===== config.mk =====
export PLATFORM = sky130hd
export DESIGN_NAME = msp_v2_frame_parser
export DESIGN_NICKNAME = d
export VERILOG_FILES = /design/src/hdl/mspfp_pkg.sv /design/src/hdl/mspfp_ctrl.sv /design/src/hdl/mspfp_dp.sv /design/src/hdl/msp_v2_frame_parser.sv
export SDC_FILE = /design/constraint.sdc
export NUM_CORES = 1
export LEC_CHECK = 0
export BUFFER_PORTS_ARGS = -buffer_cell sky130_fd_sc_hd__buf_2
export CORE_ASPECT_RATIO = 0.5
export CORE_MARGIN = 3
export CORE_UTILIZATION = 50
export DETAILED_ROUTE_END_ITERATION = 6
export HOLD_SLACK_MARGIN = 0.08
export MAX_ROUTING_LAYER = met4
export PLACE_DENSITY = 0.65
export SLEW_MARGIN = 5
export SYNTH_ARGS = -nofsm -noshare
export SYNTH_HDL_FRONTEND = slang
export SYNTH_SLANG_ARGS = --single-unit
export TNS_END_PERCENT = 10

===== constraint.sdc =====
create_clock -name aclk -period 3.7 [get_ports aclk]
set_clock_uncertainty 0.05 [all_clocks]
set_input_delay 0.74 -clock aclk [delete_from_list [all_inputs] [get_ports aclk]]
set_output_delay 0.74 -clock aclk [all_outputs]
set_load 0.01 [all_outputs]

===== src/hdl/mspfp_pkg.sv =====
// ----------------------------------------------------------------------------
// mspfp_pkg
// Shared types, constants and the CRC-8 DVB-S2 byte update for the MSP v2
// frame parser.
// ----------------------------------------------------------------------------
package mspfp_pkg;

    localparam int MAX_PAYLOAD  = 64;
    localparam int HEADER_BYTES = 8;

    // Store depth and field widths follow the fixed result field widths.
    localparam int PAY_DEPTH = 64;
    localparam int IDX_W     = 6;
    localparam int LEN_W     = 7;
    localparam int HCNT_W    = 3;

    localparam logic [7:0] CRC_POLY    = 8'hD5;
    localparam logic [7:0] CRC_TOP     = 8'h80;
    localparam logic [7:0] SYNC_DOLLAR = 8'h24;
    localparam logic [7:0] SYNC_X      = 8'h58;
    localparam logic [7:0] TYPE_CMD    = 8'h3C;
    localparam logic [7:0] TYPE_RSP    = 8'h3E;

    // Header byte positions within the frame.
    localparam logic [HCNT_W-1:0] HDR_FLAGS   = 3'd3;
    localparam logic [HCNT_W-1:0] HDR_FUNC_LO = 3'd4;
    localparam logic [HCNT_W-1:0] HDR_FUNC_HI = 3'd5;
    localparam logic [HCNT_W-1:0] HDR_LEN_LO  = 3'd6;
    localparam logic [HCNT_W-1:0] HDR_LAST    = HCNT_W'(HEADER_BYTES - 1);

    localparam logic [15:0] MAX_LEN = 16'(MAX_PAYLOAD);

    // Controller to datapath commands.
    typedef struct packed {
        logic hdr_start;   // type byte ok: latch kind, clear crc and counters
        logic hdr_step;    // absorb one header byte
        logic pay_step;    // absorb one payload byte
        logic emit_start;  // clear result index
        logic emit_read;   // read store at result index
        logic emit_next;   // advance result index
    } cmd_t;

    // Datapath to controller status.
    typedef struct packed {
        logic is_dollar;
        logic is_x;
        logic is_type;
        logic hdr_last;
        logic len_zero;    // length from current byte is zero
        logic len_big;     // length from current byte exceeds maximum
        logic pay_last;
        logic crc_ok;
        logic emit_last;
    } sts_t;

    function automatic logic [7:0] crc8_step(input logic [7:0] crc, input logic [7:0] data);
        logic [7:0] c;
        c = crc ^ data;
        for (int i = 0; i < 8; i++) begin
            if ((c & CRC_TOP) != 8'h00) begin
                c = (c << 1) ^ CRC_POLY;
            end else begin
                c = c << 1;
            end
        end
        return c;
    endfunction

endpackage


===== src/hdl/mspfp_ctrl.sv =====
// ----------------------------------------------------------------------------
// mspfp_ctrl
// Frame state machine: sync search, header, payload, CRC check, result emit.
// ----------------------------------------------------------------------------
module mspfp_ctrl (
    input  logic              aclk,
    input  logic              aresetn,
    input  logic              s_valid,
    output logic              s_ready,
    output logic              m_valid,
    input  logic              m_ready,
    input  mspfp_pkg::sts_t   sts,
    output mspfp_pkg::cmd_t   cmd
);
    import mspfp_pkg::*;

    typedef enum logic [7:0] {
        ST_IDLE      = 8'b0000_0001,
        ST_START     = 8'b0000_0010,
        ST_GOTX      = 8'b0000_0100,
        ST_HEADER    = 8'b0000_1000,
        ST_PAYLOAD   = 8'b0001_0000,
        ST_CHECK     = 8'b0010_0000,
        ST_EMIT_RD   = 8'b0100_0000,
        ST_EMIT_SHOW = 8'b1000_0000
    } state_t;

    state_t state_reg, state_next;
    logic   in_fire;

    assign s_ready = (state_reg != ST_EMIT_RD) && (state_reg != ST_EMIT_SHOW);
    assign m_valid = (state_reg == ST_EMIT_SHOW);
    assign in_fire = s_valid && s_ready;

    always_comb begin
        state_next = state_reg;
        cmd        = '0;
        case (state_reg)
            ST_IDLE: begin
                if (in_fire && sts.is_dollar) begin
                    state_next = ST_START;
                end
            end
            ST_START: begin
                if (in_fire) begin
                    if (sts.is_x) begin
                        state_next = ST_GOTX;
                    end else if (!sts.is_dollar) begin
                        state_next = ST_IDLE;
                    end
                end
            end
            ST_GOTX: begin
                if (in_fire) begin
                    if (sts.is_type) begin
                        cmd.hdr_start = 1'b1;
                        state_next    = ST_HEADER;
                    end else begin
                        state_next = ST_IDLE;
                    end
                end
            end
            ST_HEADER: begin
                if (in_fire) begin
                    cmd.hdr_step = 1'b1;
                    if (sts.hdr_last) begin
                        if (sts.len_big) begin
                            state_next = ST_IDLE;
                        end else if (sts.len_zero) begin
                            state_next = ST_CHECK;
                        end else begin
                            state_next = ST_PAYLOAD;
                        end
                    end
                end
            end
            ST_PAYLOAD: begin
                if (in_fire) begin
                    cmd.pay_step = 1'b1;
                    if (sts.pay_last) begin
                        state_next = ST_CHECK;
                    end
                end
            end
            ST_CHECK: begin
                if (in_fire) begin
                    if (sts.crc_ok) begin
                        cmd.emit_start = 1'b1;
                        state_next     = ST_EMIT_RD;
                    end else begin
                        state_next = ST_IDLE;
                    end
                end
            end
            ST_EMIT_RD: begin
                cmd.emit_read = 1'b1;
                state_next    = ST_EMIT_SHOW;
            end
            ST_EMIT_SHOW: begin
                if (m_ready) begin
                    if (sts.emit_last) begin
                        state_next = ST_IDLE;
                    end else begin
                        cmd.emit_next = 1'b1;
                        state_next    = ST_EMIT_RD;
                    end
                end
            end
            default: begin
                state_next = ST_IDLE;
            end
        endcase
    end

    always_ff @(posedge aclk) begin
        if (!aresetn) begin
            state_reg <= ST_IDLE;
        end else begin
            state_reg <= state_next;
        end
    end

endmodule


===== src/hdl/mspfp_dp.sv =====
// ----------------------------------------------------------------------------
// mspfp_dp
// Datapath: byte decode, running CRC, header registers, payload store and
// result fields.
// ----------------------------------------------------------------------------
module mspfp_dp (
    input  logic                        aclk,
    input  logic                        aresetn,
    input  logic [7:0]                  rx_byte,
    input  mspfp_pkg::cmd_t             cmd,
    output mspfp_pkg::sts_t             sts,
    output logic                        frame_kind,
    output logic [7:0]                  frame_flags,
    output logic [15:0]                 function_id,
    output logic [mspfp_pkg::LEN_W-1:0] payload_length,
    output logic [mspfp_pkg::IDX_W-1:0] byte_index,
    output logic [7:0]                  payload_byte,
    output logic                        byte_valid,
    output logic                        last
);
    import mspfp_pkg::*;

    logic [HCNT_W-1:0] hdr_cnt_reg;
    logic [LEN_W-1:0]  pay_cnt_reg;
    logic [IDX_W-1:0]  k_reg;
    logic [7:0]        crc_reg;
    logic              kind_reg;
    logic [7:0]        flags_reg;
    logic [15:0]       function_reg;
    logic [15:0]       length_reg;
    logic [7:0]        rd_data_reg;
    logic [7:0]        store_mem [PAY_DEPTH];

    logic [15:0]       len_in;
    logic [7:0]        crc_upd;
    logic              len_is_zero;

    assign len_in      = {rx_byte, length_reg[7:0]};
    assign crc_upd     = crc8_step(crc_reg, rx_byte);
    assign len_is_zero = (length_reg[LEN_W-1:0] == '0);

    always_comb begin
        sts.is_dollar = (rx_byte == SYNC_DOLLAR);
        sts.is_x      = (rx_byte == SYNC_X);
        sts.is_type   = (rx_byte == TYPE_CMD) || (rx_byte == TYPE_RSP);
        sts.hdr_last  = (hdr_cnt_reg == HDR_LAST);
        sts.len_zero  = (len_in == 16'h0000);
        sts.len_big   = (len_in > MAX_LEN);
        sts.pay_last  = ((pay_cnt_reg + LEN_W'(1)) == length_reg[LEN_W-1:0]);
        sts.crc_ok    = (rx_byte == crc_reg);
        sts.emit_last = len_is_zero ||
                        (({1'b0, k_reg} + LEN_W'(1)) == length_reg[LEN_W-1:0]);
    end

    // Control counters
    always_ff @(posedge aclk) begin
        if (!aresetn) begin
            hdr_cnt_reg <= HDR_FLAGS;
            pay_cnt_reg <= '0;
            k_reg       <= '0;
        end else begin
            if (cmd.hdr_start) begin
                hdr_cnt_reg <= HDR_FLAGS;
                pay_cnt_reg <= '0;
            end else if (cmd.hdr_step) begin
                hdr_cnt_reg <= hdr_cnt_reg + HCNT_W'(1);
            end else if (cmd.pay_step) begin
                pay_cnt_reg <= pay_cnt_reg + LEN_W'(1);
            end
            if (cmd.emit_start) begin
                k_reg <= '0;
            end else if (cmd.emit_next) begin
                k_reg <= k_reg + IDX_W'(1);
            end
        end
    end

    // Header fields and CRC
    always_ff @(posedge aclk) begin
        if (!aresetn) begin
            kind_reg     <= 1'b0;
            crc_reg      <= 8'h00;
            flags_reg    <= 8'h00;
            function_reg <= 16'h0000;
            length_reg   <= 16'h0000;
        end else begin
            if (cmd.hdr_start) begin
                kind_reg <= (rx_byte == TYPE_RSP);
                crc_reg  <= 8'h00;
            end else if (cmd.hdr_step || cmd.pay_step) begin
                crc_reg <= crc_upd;
            end
            if (cmd.hdr_step) begin
                case (hdr_cnt_reg)
                    HDR_FLAGS:   flags_reg          <= rx_byte;
                    HDR_FUNC_LO: function_reg[7:0]  <= rx_byte;
                    HDR_FUNC_HI: function_reg[15:8] <= rx_byte;
                    HDR_LEN_LO:  length_reg[7:0]    <= rx_byte;
                    default:     length_reg[15:8]   <= rx_byte;
                endcase
            end
        end
    end

    // Payload store: one write port, one registered read port
    always_ff @(posedge aclk) begin
        if (cmd.pay_step) begin
            store_mem[pay_cnt_reg[IDX_W-1:0]] <= rx_byte;
        end
        if (cmd.emit_read) begin
            rd_data_reg <= store_mem[k_reg];
        end
    end

    assign frame_kind     = kind_reg;
    assign frame_flags    = flags_reg;
    assign function_id    = function_reg;
    assign payload_length = length_reg[LEN_W-1:0];
    assign byte_index     = k_reg;
    assign byte_valid     = !len_is_zero;
    assign payload_byte   = len_is_zero ? 8'h00 : rd_data_reg;
    assign last           = sts.emit_last;

endmodule


===== src/hdl/msp_v2_frame_parser.sv =====
// ----------------------------------------------------------------------------
// msp_v2_frame_parser
// MSP v2 frame decoder with CRC-8 DVB-S2 check, one result per payload byte.
// ----------------------------------------------------------------------------
// Input: one byte per cycle accepted while parsing; s_ready low while emitting.
// Output: after a good CRC byte, each result takes a registered store read
//   state then a show state; empty payload: one result, m_byte_valid low.
// m_valid rises after the CRC byte is accepted and the first read; each result
//   holds for m_ready; input resumes the cycle after the last result is taken.
// Reset: synchronous active-low aresetn returns to sync search, no clear pass.
// ----------------------------------------------------------------------------
module msp_v2_frame_parser (
    input  logic                        aclk,
    input  logic                        aresetn,
    // byte input channel
    input  logic                        s_valid,
    output logic                        s_ready,
    input  logic [7:0]                  s_rx_byte,
    // result channel
    output logic                        m_valid,
    input  logic                        m_ready,
    output logic                        m_frame_kind,
    output logic [7:0]                  m_frame_flags,
    output logic [15:0]                 m_function_id,
    output logic [mspfp_pkg::LEN_W-1:0] m_payload_length,
    output logic [mspfp_pkg::IDX_W-1:0] m_byte_index,
    output logic [7:0]                  m_payload_byte,
    output logic                        m_byte_valid,
    output logic                        m_last
);
    import mspfp_pkg::*;

    cmd_t cmd;
    sts_t sts;

    // Sequencer: owns the frame phase and both handshakes.
    mspfp_ctrl u_ctrl (
        .aclk    (aclk),
        .aresetn (aresetn),
        .s_valid (s_valid),
        .s_ready (s_ready),
        .m_valid (m_valid),
        .m_ready (m_ready),
        .sts     (sts),
        .cmd     (cmd)
    );

    // Datapath: CRC, header fields, payload store. Result fields are all
    // register driven and hold steady while m_valid waits on m_ready.
    mspfp_dp u_dp (
        .aclk           (aclk),
        .aresetn        (aresetn),
        .rx_byte        (s_rx_byte),
        .cmd            (cmd),
        .sts            (sts),
        .frame_kind     (m_frame_kind),
        .frame_flags    (m_frame_flags),
        .function_id    (m_function_id),
        .payload_length (m_payload_length),
        .byte_index     (m_byte_index),
        .payload_byte   (m_payload_byte),
        .byte_valid     (m_byte_valid),
        .last           (m_last)
    );

endmodule

==> results.yml, run 1 <==
status:
  status: "complete, no violations"
critical_path:
  cp.arrival_ns: 2.62
  crit_path_cell_trace: "ha_1 > nand4b_1 > a211oi_1 > o211ai_1 > a22o_1 > inv_2 > buf_2"
  cp-start-kind: "register"
  crit_fanout: 13
  required_ns: 2.91
  max_stage_delay_ns: 0.53
  crit_buf_inv: 2
  end_kind: "primary output"
  cpMaxStageDelayCell: "dfxtp_4"
  path_delay_family: "compound AO/OA/AOI/OAI gates"
  worst-setup-path-type: "reg2out"
worst_hold_path:
  hold_path.class: "in2reg"
cells_and_area:
  n_antenna_cell: 0
  syn_to_final_growth_pct: 12.7
  final_cell_mix: "edfxtp_1 (520), mux4_2 (168), nor2_1 (124), buf_4 (86)"
  fillers: 3355
  instances_no_fill: 2036
  largest_reg_flops: 512
  fin_util: 0.582
  layout.nets: 1396
  final_common_cell: "edfxtp_1"
  drive_gt1_frac: 0.291
detailed_routing:
  vias: 12300
  drtIter0Drc: 1537
  viasPerCell: 6.03
  wl_per_cell_um: 26.7
  final_antenna_net_count: 0
  first_pass_iters: 5
  drc: 0
  drt-total-wl_um: 54300
placed_design:
  hpwl_um: 35000
  io_buffers: 61
  place.gp.congestion: 0.865
  place_inst: 1949
  dp_slack_ns: 0.479
clock_network:
  root_buffer: "clkbuf_16"
  cts_tree: "built"
  ctsResizeCount: 0
  numCtsBuffers: 50
  cts_hold_buf: 0
  clk_latency_ns: 0.57
  clock_sinks: 585
  clockBufferDepth: 3
  h-tree-depth: 2
  clk_pin_slew_ns: 0.07
sta:
  maxSlewViolCount: 0
  max_slew_margin: 0.268
  setup_viol: 0
  period_share: 0.921
  whs_ns: 0.390
  max_freq_mhz: 293
  worst_slack_ns: 0.290
  period_needed_ns: 3.41
  tightest_slew_ns: 1.09
  final.setup.tns_ns: 0
  rsz0062_at_grt: "false"
  hold_violations: 0
grt:
  grt_pass1_wl_um: 81300
  grt-ovfl-total: 0
  track_usage: 0.226
  antenna_found_initial: 0
  grt_max_degree: 68
  grt_pass1_vias: 12200
floorplanning:
  ios: 62
  rows: 55
  core_area_sq_mm: 0.0461
  die_area_sq_mm: 0.0504
  initial_utilization: 0.516
  die_h_um: 160
  die_w_um: 314
synth:
  synth.net_count: 1269
  synth_simple_gate_area_frac: 0.0540
  netlist_area_sq_mm: 0.0238
  synth_edf_count: 520
  ys_seq_elements: 585
  postSynthCellCount: 1248
  ys_types: 62
  ys_seq_area_frac: 0.711
  async_reset_ff_frac: 0
  muxShareOfSynthArea: 0.172
  synthAdderAreaFrac: 0.00473
  synth_top_family_by_area: "multiplexers"
  synthFlopType: "edfxtp_1"
  avgSynthCellArea_sq_um: 19.1
  synth_warnings: 0
  synth_compound_area_frac: 0.0167
  synth-xor-area-share: 0.0234
power_and_ir_drop:
  powerDensity_mw_per_mm2: 472
  p_leak_nw: 8.60
  peakVddDrop_mv: 0.278
run:
  drv_cap: 0
-- per-stage QoR --
stage | power [mW] | area (sq um)
floorplan | 7.51 | 23800
global placement | 7.67 | 25200
detailed placement | 7.67 | 25200
CTS | 12.7 | 26800
global route | 13.1 | 26800
finish | 12.7 | 26800
-- where the power goes --
part	total (mW)	switching (mW)	leakage [nW]	internal, mW
combinational	0.339	0.227	2.63	0.112
clock	5.12	2.26	0.768	2.86
sequential	7.19	0.0148	5.20	7.18
-- timing repair --
| item | 4_1_cts | 5_1_grt |
|---|---|---|
| buffers inserted | 0 | 1 |
| hold endpoints to repair | 0 | 0 |
| setup endpoints to repair | 0 | 1 |
-- cell families (layout without fill, tap and decap cells) --
group	after synthesis	count (layout)
adders and majority gates	9	9
buffers and inverters	87	248
and+or+nand+nor	256	256
AOI/OAI and AO/OA	61	61
DFF	585	585
muxes	198	198
xor gates and xnor gates	52	52
-- routing by layer --
metal  GRT usage  wire (um)  up-vias
li1            -          -     5268
met1       0.341      24300     6424
met2       0.332      25000      525
met3      0.0367       4170       61
met4      0.0394        835        0
met5           -          0        -
-- cells in the mapped netlist (8+ instances only) --
| library cell | number | area, sq um |
|---|---|---|
| nor2_1 | 124 | 465 |
| or4_1 | 8 | 60.1 |
| ha_1 | 9 | 113 |
| xnor2_1 | 31 | 272 |
| buf_2 | 13 | 65.1 |
| xor2_1 | 13 | 114 |
| edfxtp_1 | 520 | 15600 |
| buf_6 | 9 | 101 |
| a21oi_1 | 21 | 105 |
| mux4_2 | 168 | 3780 |
| nand3_1 | 23 | 115 |
| nand2_1 | 35 | 131 |
| clkbuf_1 | 43 | 161 |
| mux2i_1 | 29 | 290 |
| dfxtp_1 | 65 | 1300 |
| and2_1 | 10 | 62.6 |
-- layout make-up --
cell class | count | area, sq um | area share
clock inverters | 27 | 260 | 0.00971
clock buffers | 59 | 1310 | 0.0487
well taps | 627 | 785 | 0.0293
flip-flops and latches | 585 | 16900 | 0.631
inverters | 9 | 33.8 | 0.00126
multi-input cells | 576 | 6430 | 0.240
repair buffers | 153 | 1070 | 0.0398
-- path summary, 6_finish.rpt --
check                                      to                        startpoint  depth (start not counted)  slack (ns)
min          u_dp.hdr_cnt_reg[0]$_SDFFE_PP1P_                           aresetn                          2        0.39
max                                    m_last   u_dp.byte_index[0]$_SDFFE_PP0P_                          7        0.29
max reg2reg   u_dp.store_mem[48][4]$_DFFE_PP_  u_ctrl.state_reg[1]$_SDFFE_PN0P_                          7        0.52
min reg2reg  u_dp.frame_flags[5]$_SDFFE_PN0P_  u_dp.frame_flags[5]$_SDFFE_PN0P_                          2        0.41
Note: power is estimated with default switching activity, not from simulation.
==> run 2: changes to the inputs <==
CORE_MARGIN = default   (was 3)
HOLD_SLACK_MARGIN = default   (was 0.08)
==> results.yml, run 2 (synthesized netlist as in run 1, its figures left out) <==
clock_network:
  clockBufferDepth: 3
  cts_tree: "built"
  numCtsBuffers: 50
  clk_pin_slew_ns: 0.06
  root_buffer: "clkbuf_16"
  ctsResizeCount: 0
  clk_latency_ns: 0.58
  h-tree-depth: 2
  cts_hold_buf: 0
  clock_sinks: 585
  post-cts-setup-buffers: 0
detailed_routing:
  drc: 0
  wl_per_cell_um: 26.9
  viasPerCell: 6.03
  vias: 12200
  drtIter0Drc: 1256
  final_antenna_net_count: 0
  first_pass_iters: 7
  drt-total-wl_um: 54200
cells_and_area:
  fillers: 3494
  drive_gt1_frac: 0.280
  n_antenna_cell: 0
  fin_area_sq_mm: 0.0266
  seqCellArea_sq_mm: 0.0169
  syn_to_final_growth_pct: 11.7
  largest_reg_flops: 512
  final_cell_mix: "edfxtp_1 (520), mux4_2 (168), nor2_1 (124), buf_4 (63)"
  final_common_cell: "edfxtp_1"
  multi_input_area_sq_mm: 0.00644
  layout.nets: 1373
sta:
  rsz0062_at_grt: "false"
  maxSlewViolCount: 0
  max_slew_margin: 0.404
  tightest_slew_ns: 0.890
  worst_slack_ns: 0.212
  hold_violations: 0
  period_share: 0.943
  whs_ns: 0.368
  setup_viol: 0
  max_freq_mhz: 287
  period_needed_ns: 3.49
  final.setup.tns_ns: 0
critical_path:
  worst-setup-path-type: "reg2out"
  rrSetupSlack_ns: 0.52
  r2r_cells: 6
  cp.arrival_ns: 2.70
  crit_buf_inv: 2
  required_ns: 2.91
  max_stage_delay_ns: 0.58
  crit_fanout: 17
  crit_path_cell_trace: "ha_2 > nand4b_1 > a211oi_1 > o211ai_1 > a22o_1 > inv_2 > buf_2"
  r2r-end: "u_dp.store_mem[16][0]$_DFFE_PP_"
  cp-start-kind: "register"
  cpMaxStageDelayCell: "dfxtp_4"
  r2r-start: "u_ctrl.state_reg[1]$_SDFFE_PN0P_"
  path_delay_family: "compound AO/OA/AOI/OAI gates"
  end_kind: "primary output"
power_and_ir_drop:
  total_power_mw: 12.5
  p_sw_mw: 2.51
  powerDensity_mw_per_mm2: 469
  peakVddDrop_mv: 0.284
  p_int_mw: 9.95
  p_leak_nw: 8.43
  switching_share: 0.201
  comb_power_share: 0.027
  power_frac_clock: 0.395
  seq_power_share: 0.577
placed_design:
  io_buffers: 61
  placed_cell_area_sq_mm: 0.0251
  hpwl_um: 35000
  place.gp.congestion: 0.872
  dp_slack_ns: 0.481
grt:
  use_met2: 0.343
  grt_pass1_wl_um: 80100
  track_usage: 0.236
  grt_max_degree: 71
  antenna_found_initial: 1
  grt_pass1_vias: 12100
  grtUsageMet3: 0.0604
  use_met1: 0.339
  busiest_layer: "met2"
  grt-ovfl-total: 0
worst_hold_path:
  min_to: "u_dp.hdr_cnt_reg[0]$_SDFFE_PP1P_"
  whs_path_depth: 2
  hold_start: "aresetn"
  hold_path.class: "in2reg"
floorplanning:
  die_h_um: 156
  core_area_sq_mm: 0.0469
  die_w_um: 310
  die_area_sq_mm: 0.0485
  ios: 62
  rows: 56
  initial_utilization: 0.507
run:
  drv_cap: 0
status:
  status: "complete, no violations"
[run 2: cell types whose count changed in the layout (fill, tap and decap cells not counted), moves of 2 or more]
cell       delta
bufinv_16     -3
clkinv_4      -2
buf_4        -23
clkinv_1      -4
[run 2: worst max-delay path by stage]
| stage | start | endpoint | slack, ns | cells past startpoint |
|---|---|---|---|---|
| floorplan | s_rx_byte[0] | u_ctrl.state_reg[2]$_SDFFE_PN0P_ | 0.76 | 7 |
| global placement | s_rx_byte[6] | u_dp.crc_reg[0]$_SDFFE_PP0P_ | 0.55 | 9 |
| detailed placement | s_rx_byte[6] | u_dp.crc_reg[0]$_SDFFE_PP0P_ | 0.48 | 9 |
| CTS | u_dp.byte_index[0]$_SDFFE_PP0P_ | m_last | 0.16 | 7 |
| global route | u_dp.byte_index[0]$_SDFFE_PP0P_ | m_last | 0.07 | 7 |
| finish | u_dp.byte_index[0]$_SDFFE_PP0P_ | m_last | 0.21 | 7 |
[run 2: layer usage]
layer,vias to the layer above,share of wire
li1,5227,-
met1,6425,0.44
met2,425,0.45
met3,92,0.084
met4,0,0.020
met5,-,0
[run 2: cell type report]
cell class                      instances  area share
Sequential cell                       585       0.637
Timing Repair Buffer                  130      0.0338
Tap cell                              638      0.0300
Multi-Input combinational cell        576       0.242
Clock buffer                           61      0.0498
Inverter                                9     0.00127
Clock inverter                         20     0.00565
[run 2: power by group through the flow]
stage / clock network [mW] / registers (mW) / logic (mW)
floorplan: 0 / 7.34 / 0.176
global placement: 0 / 7.34 / 0.324
detailed placement: 0 / 7.34 / 0.336
CTS: 5.01 / 7.19 / 0.337
global route: 5.23 / 7.19 / 0.364
finish: 4.93 / 7.19 / 0.338
[run 2: metrics by stage]
step / util / instances
2_1_floorplan: - / 1248
3_3_place_gp: 0.535 / 1938
3_5_place_dp: 0.535 / 1938
4_1_cts: 0.567 / 2019
5_1_grt: 0.567 / 2019
6_report: 0.567 / 2019
==> run 3: changes to the inputs <==
clock period = 3.32 ns   (was 3.7 ns; I/O delays follow)
==> results.yml, run 3 (synthesized netlist as in run 1, its figures left out) <==
placed_design:
  place.gp.congestion: 0.943
  placed_cell_area_sq_mm: 0.0251
  io_buffers: 61
  hpwl_um: 35600
  place_inst: 1934
  dp_slack_ns: 0.224
worst_hold_path:
  hold_path.class: "in2reg"
power_and_ir_drop:
  p_leak_nw: 8.52
  total_power_mw: 14.2
  powerDensity_mw_per_mm2: 530
  peakVddDrop_mv: 0.336
cells_and_area:
  drive_gt1_frac: 0.283
  largest_reg_flops: 512
  final_common_cell: "edfxtp_1"
  instances_no_fill: 2036
  final_cell_mix: "edfxtp_1 (520), mux4_2 (168), nor2_1 (124), buf_4 (66)"
  syn_to_final_growth_pct: 12.5
  layout.nets: 1378
  fin_area_sq_mm: 0.0268
  fin_util: 0.571
run:
  drv_cap: 0
sta:
  tightest_slew_ns: 0.917
  max_freq_mhz: 317
  worst_slack_ns: 0.170
  final.setup.tns_ns: 0
  whs_ns: 0.303
  setup_viol: 0
  rsz0062_at_grt: "false"
  period_share: 0.949
  period_needed_ns: 3.15
  max_slew_margin: 0.388
  hold_violations: 0
  maxSlewViolCount: 0
clock_network:
  clk_latency_ns: 0.58
  numCtsBuffers: 50
  clock_sinks: 585
  clk_pin_slew_ns: 0.07
  clockBufferDepth: 3
  cts_tree: "built"
  root_buffer: "clkbuf_16"
  cts_hold_buf: 0
  h-tree-depth: 2
detailed_routing:
  wl_per_cell_um: 27.0
  drc: 1
  drtIter0Drc: 1468
  final_antenna_net_count: 0
  vias: 12300
  viasPerCell: 6.04
  first_pass_iters: 7
  drt-total-wl_um: 55000
grt:
  grt_max_degree: 71
  grt_pass1_vias: 12200
  antenna_found_initial: 3
  grt_pass1_wl_um: 81400
  track_usage: 0.241
  grt-ovfl-total: 0
floorplanning:
  die_h_um: 156
  ios: 62
  core_area_sq_mm: 0.0469
  die_w_um: 310
  die_area_sq_mm: 0.0485
  rows: 56
  initial_utilization: 0.507
status:
  violations: "design-rule violations"
  status: "complete, but fails checks"
critical_path:
  cpMaxStageDelayCell: "dfxtp_1"
  path_delay_family: "buffers and inverters"
  worst-setup-path-type: "reg2out"
  cp.arrival_ns: 2.44
  crit_buf_inv: 3
  crit_path_cell_trace: "nor4_1 > nand3b_1 > buf_4 > o41a_1 > a22o_1 > inv_2 > buf_2"
  crit_fanout: 13
  rrSetupSlack_ns: 0.25
  required_ns: 2.61
  cp-start-kind: "register"
  max_stage_delay_ns: 0.43
  end_kind: "primary output"
[run 3: repair_timing]
action	CTS	global route
gates resized for setup	1	0
gates cloned	0	0
setup endpoints to repair	1	1
buffers inserted	6	3
pin swaps	0	1
[run 3: cell type report]
class	instances	area, sq um
Fill cell	3445	20100
Sequential cell	585	16900
Multi-Input combinational cell	576	6440
Clock buffer	68	1370
Timing Repair Buffer	135	968
Tap cell	638	798
Clock inverter	24	228
Inverter	9	33.8
Antenna cell	1	2.50
[run 3: worst paths after layout]
check | startpoint | endpoint | depth (start not counted)
worst max-delay path | u_dp.length_reg[2]$_SDFFE_PN0P_ | m_last | 7
worst min-delay path | aresetn | u_dp.hdr_cnt_reg[0]$_SDFFE_PP1P_ | 2
worst max register to register | u_ctrl.state_reg[1]$_SDFFE_PN0P_ | u_dp.store_mem[22][3]$_DFFE_PP_ | 6
worst min register to register | u_dp.frame_flags[6]$_SDFFE_PN0P_ | u_dp.frame_flags[6]$_SDFFE_PN0P_ | 2
[run 3: power by group]
part | internal (mW) | total, mW | switching [mW] | leakage (nW)
clock network | 3.21 | 5.79 | 2.58 | 0.787
logic | 0.131 | 0.390 | 0.259 | 2.54
registers | 8.00 | 8.01 | 0.0133 | 5.20
[run 3: layer usage]
| metal | wire length (um) | track usage | part of all wire | vias up |
|---|---|---|---|---|
| met4 | 1200 | 0.0582 | 0.022 | 0 |
| met2 | 25600 | 0.358 | 0.46 | 459 |
| met5 | 0 | - | 0 | - |
| met1 | 24000 | 0.349 | 0.44 | 6520 |
| met3 | 4180 | 0.0431 | 0.076 | 77 |
| li1 | - | - | - | 5251 |
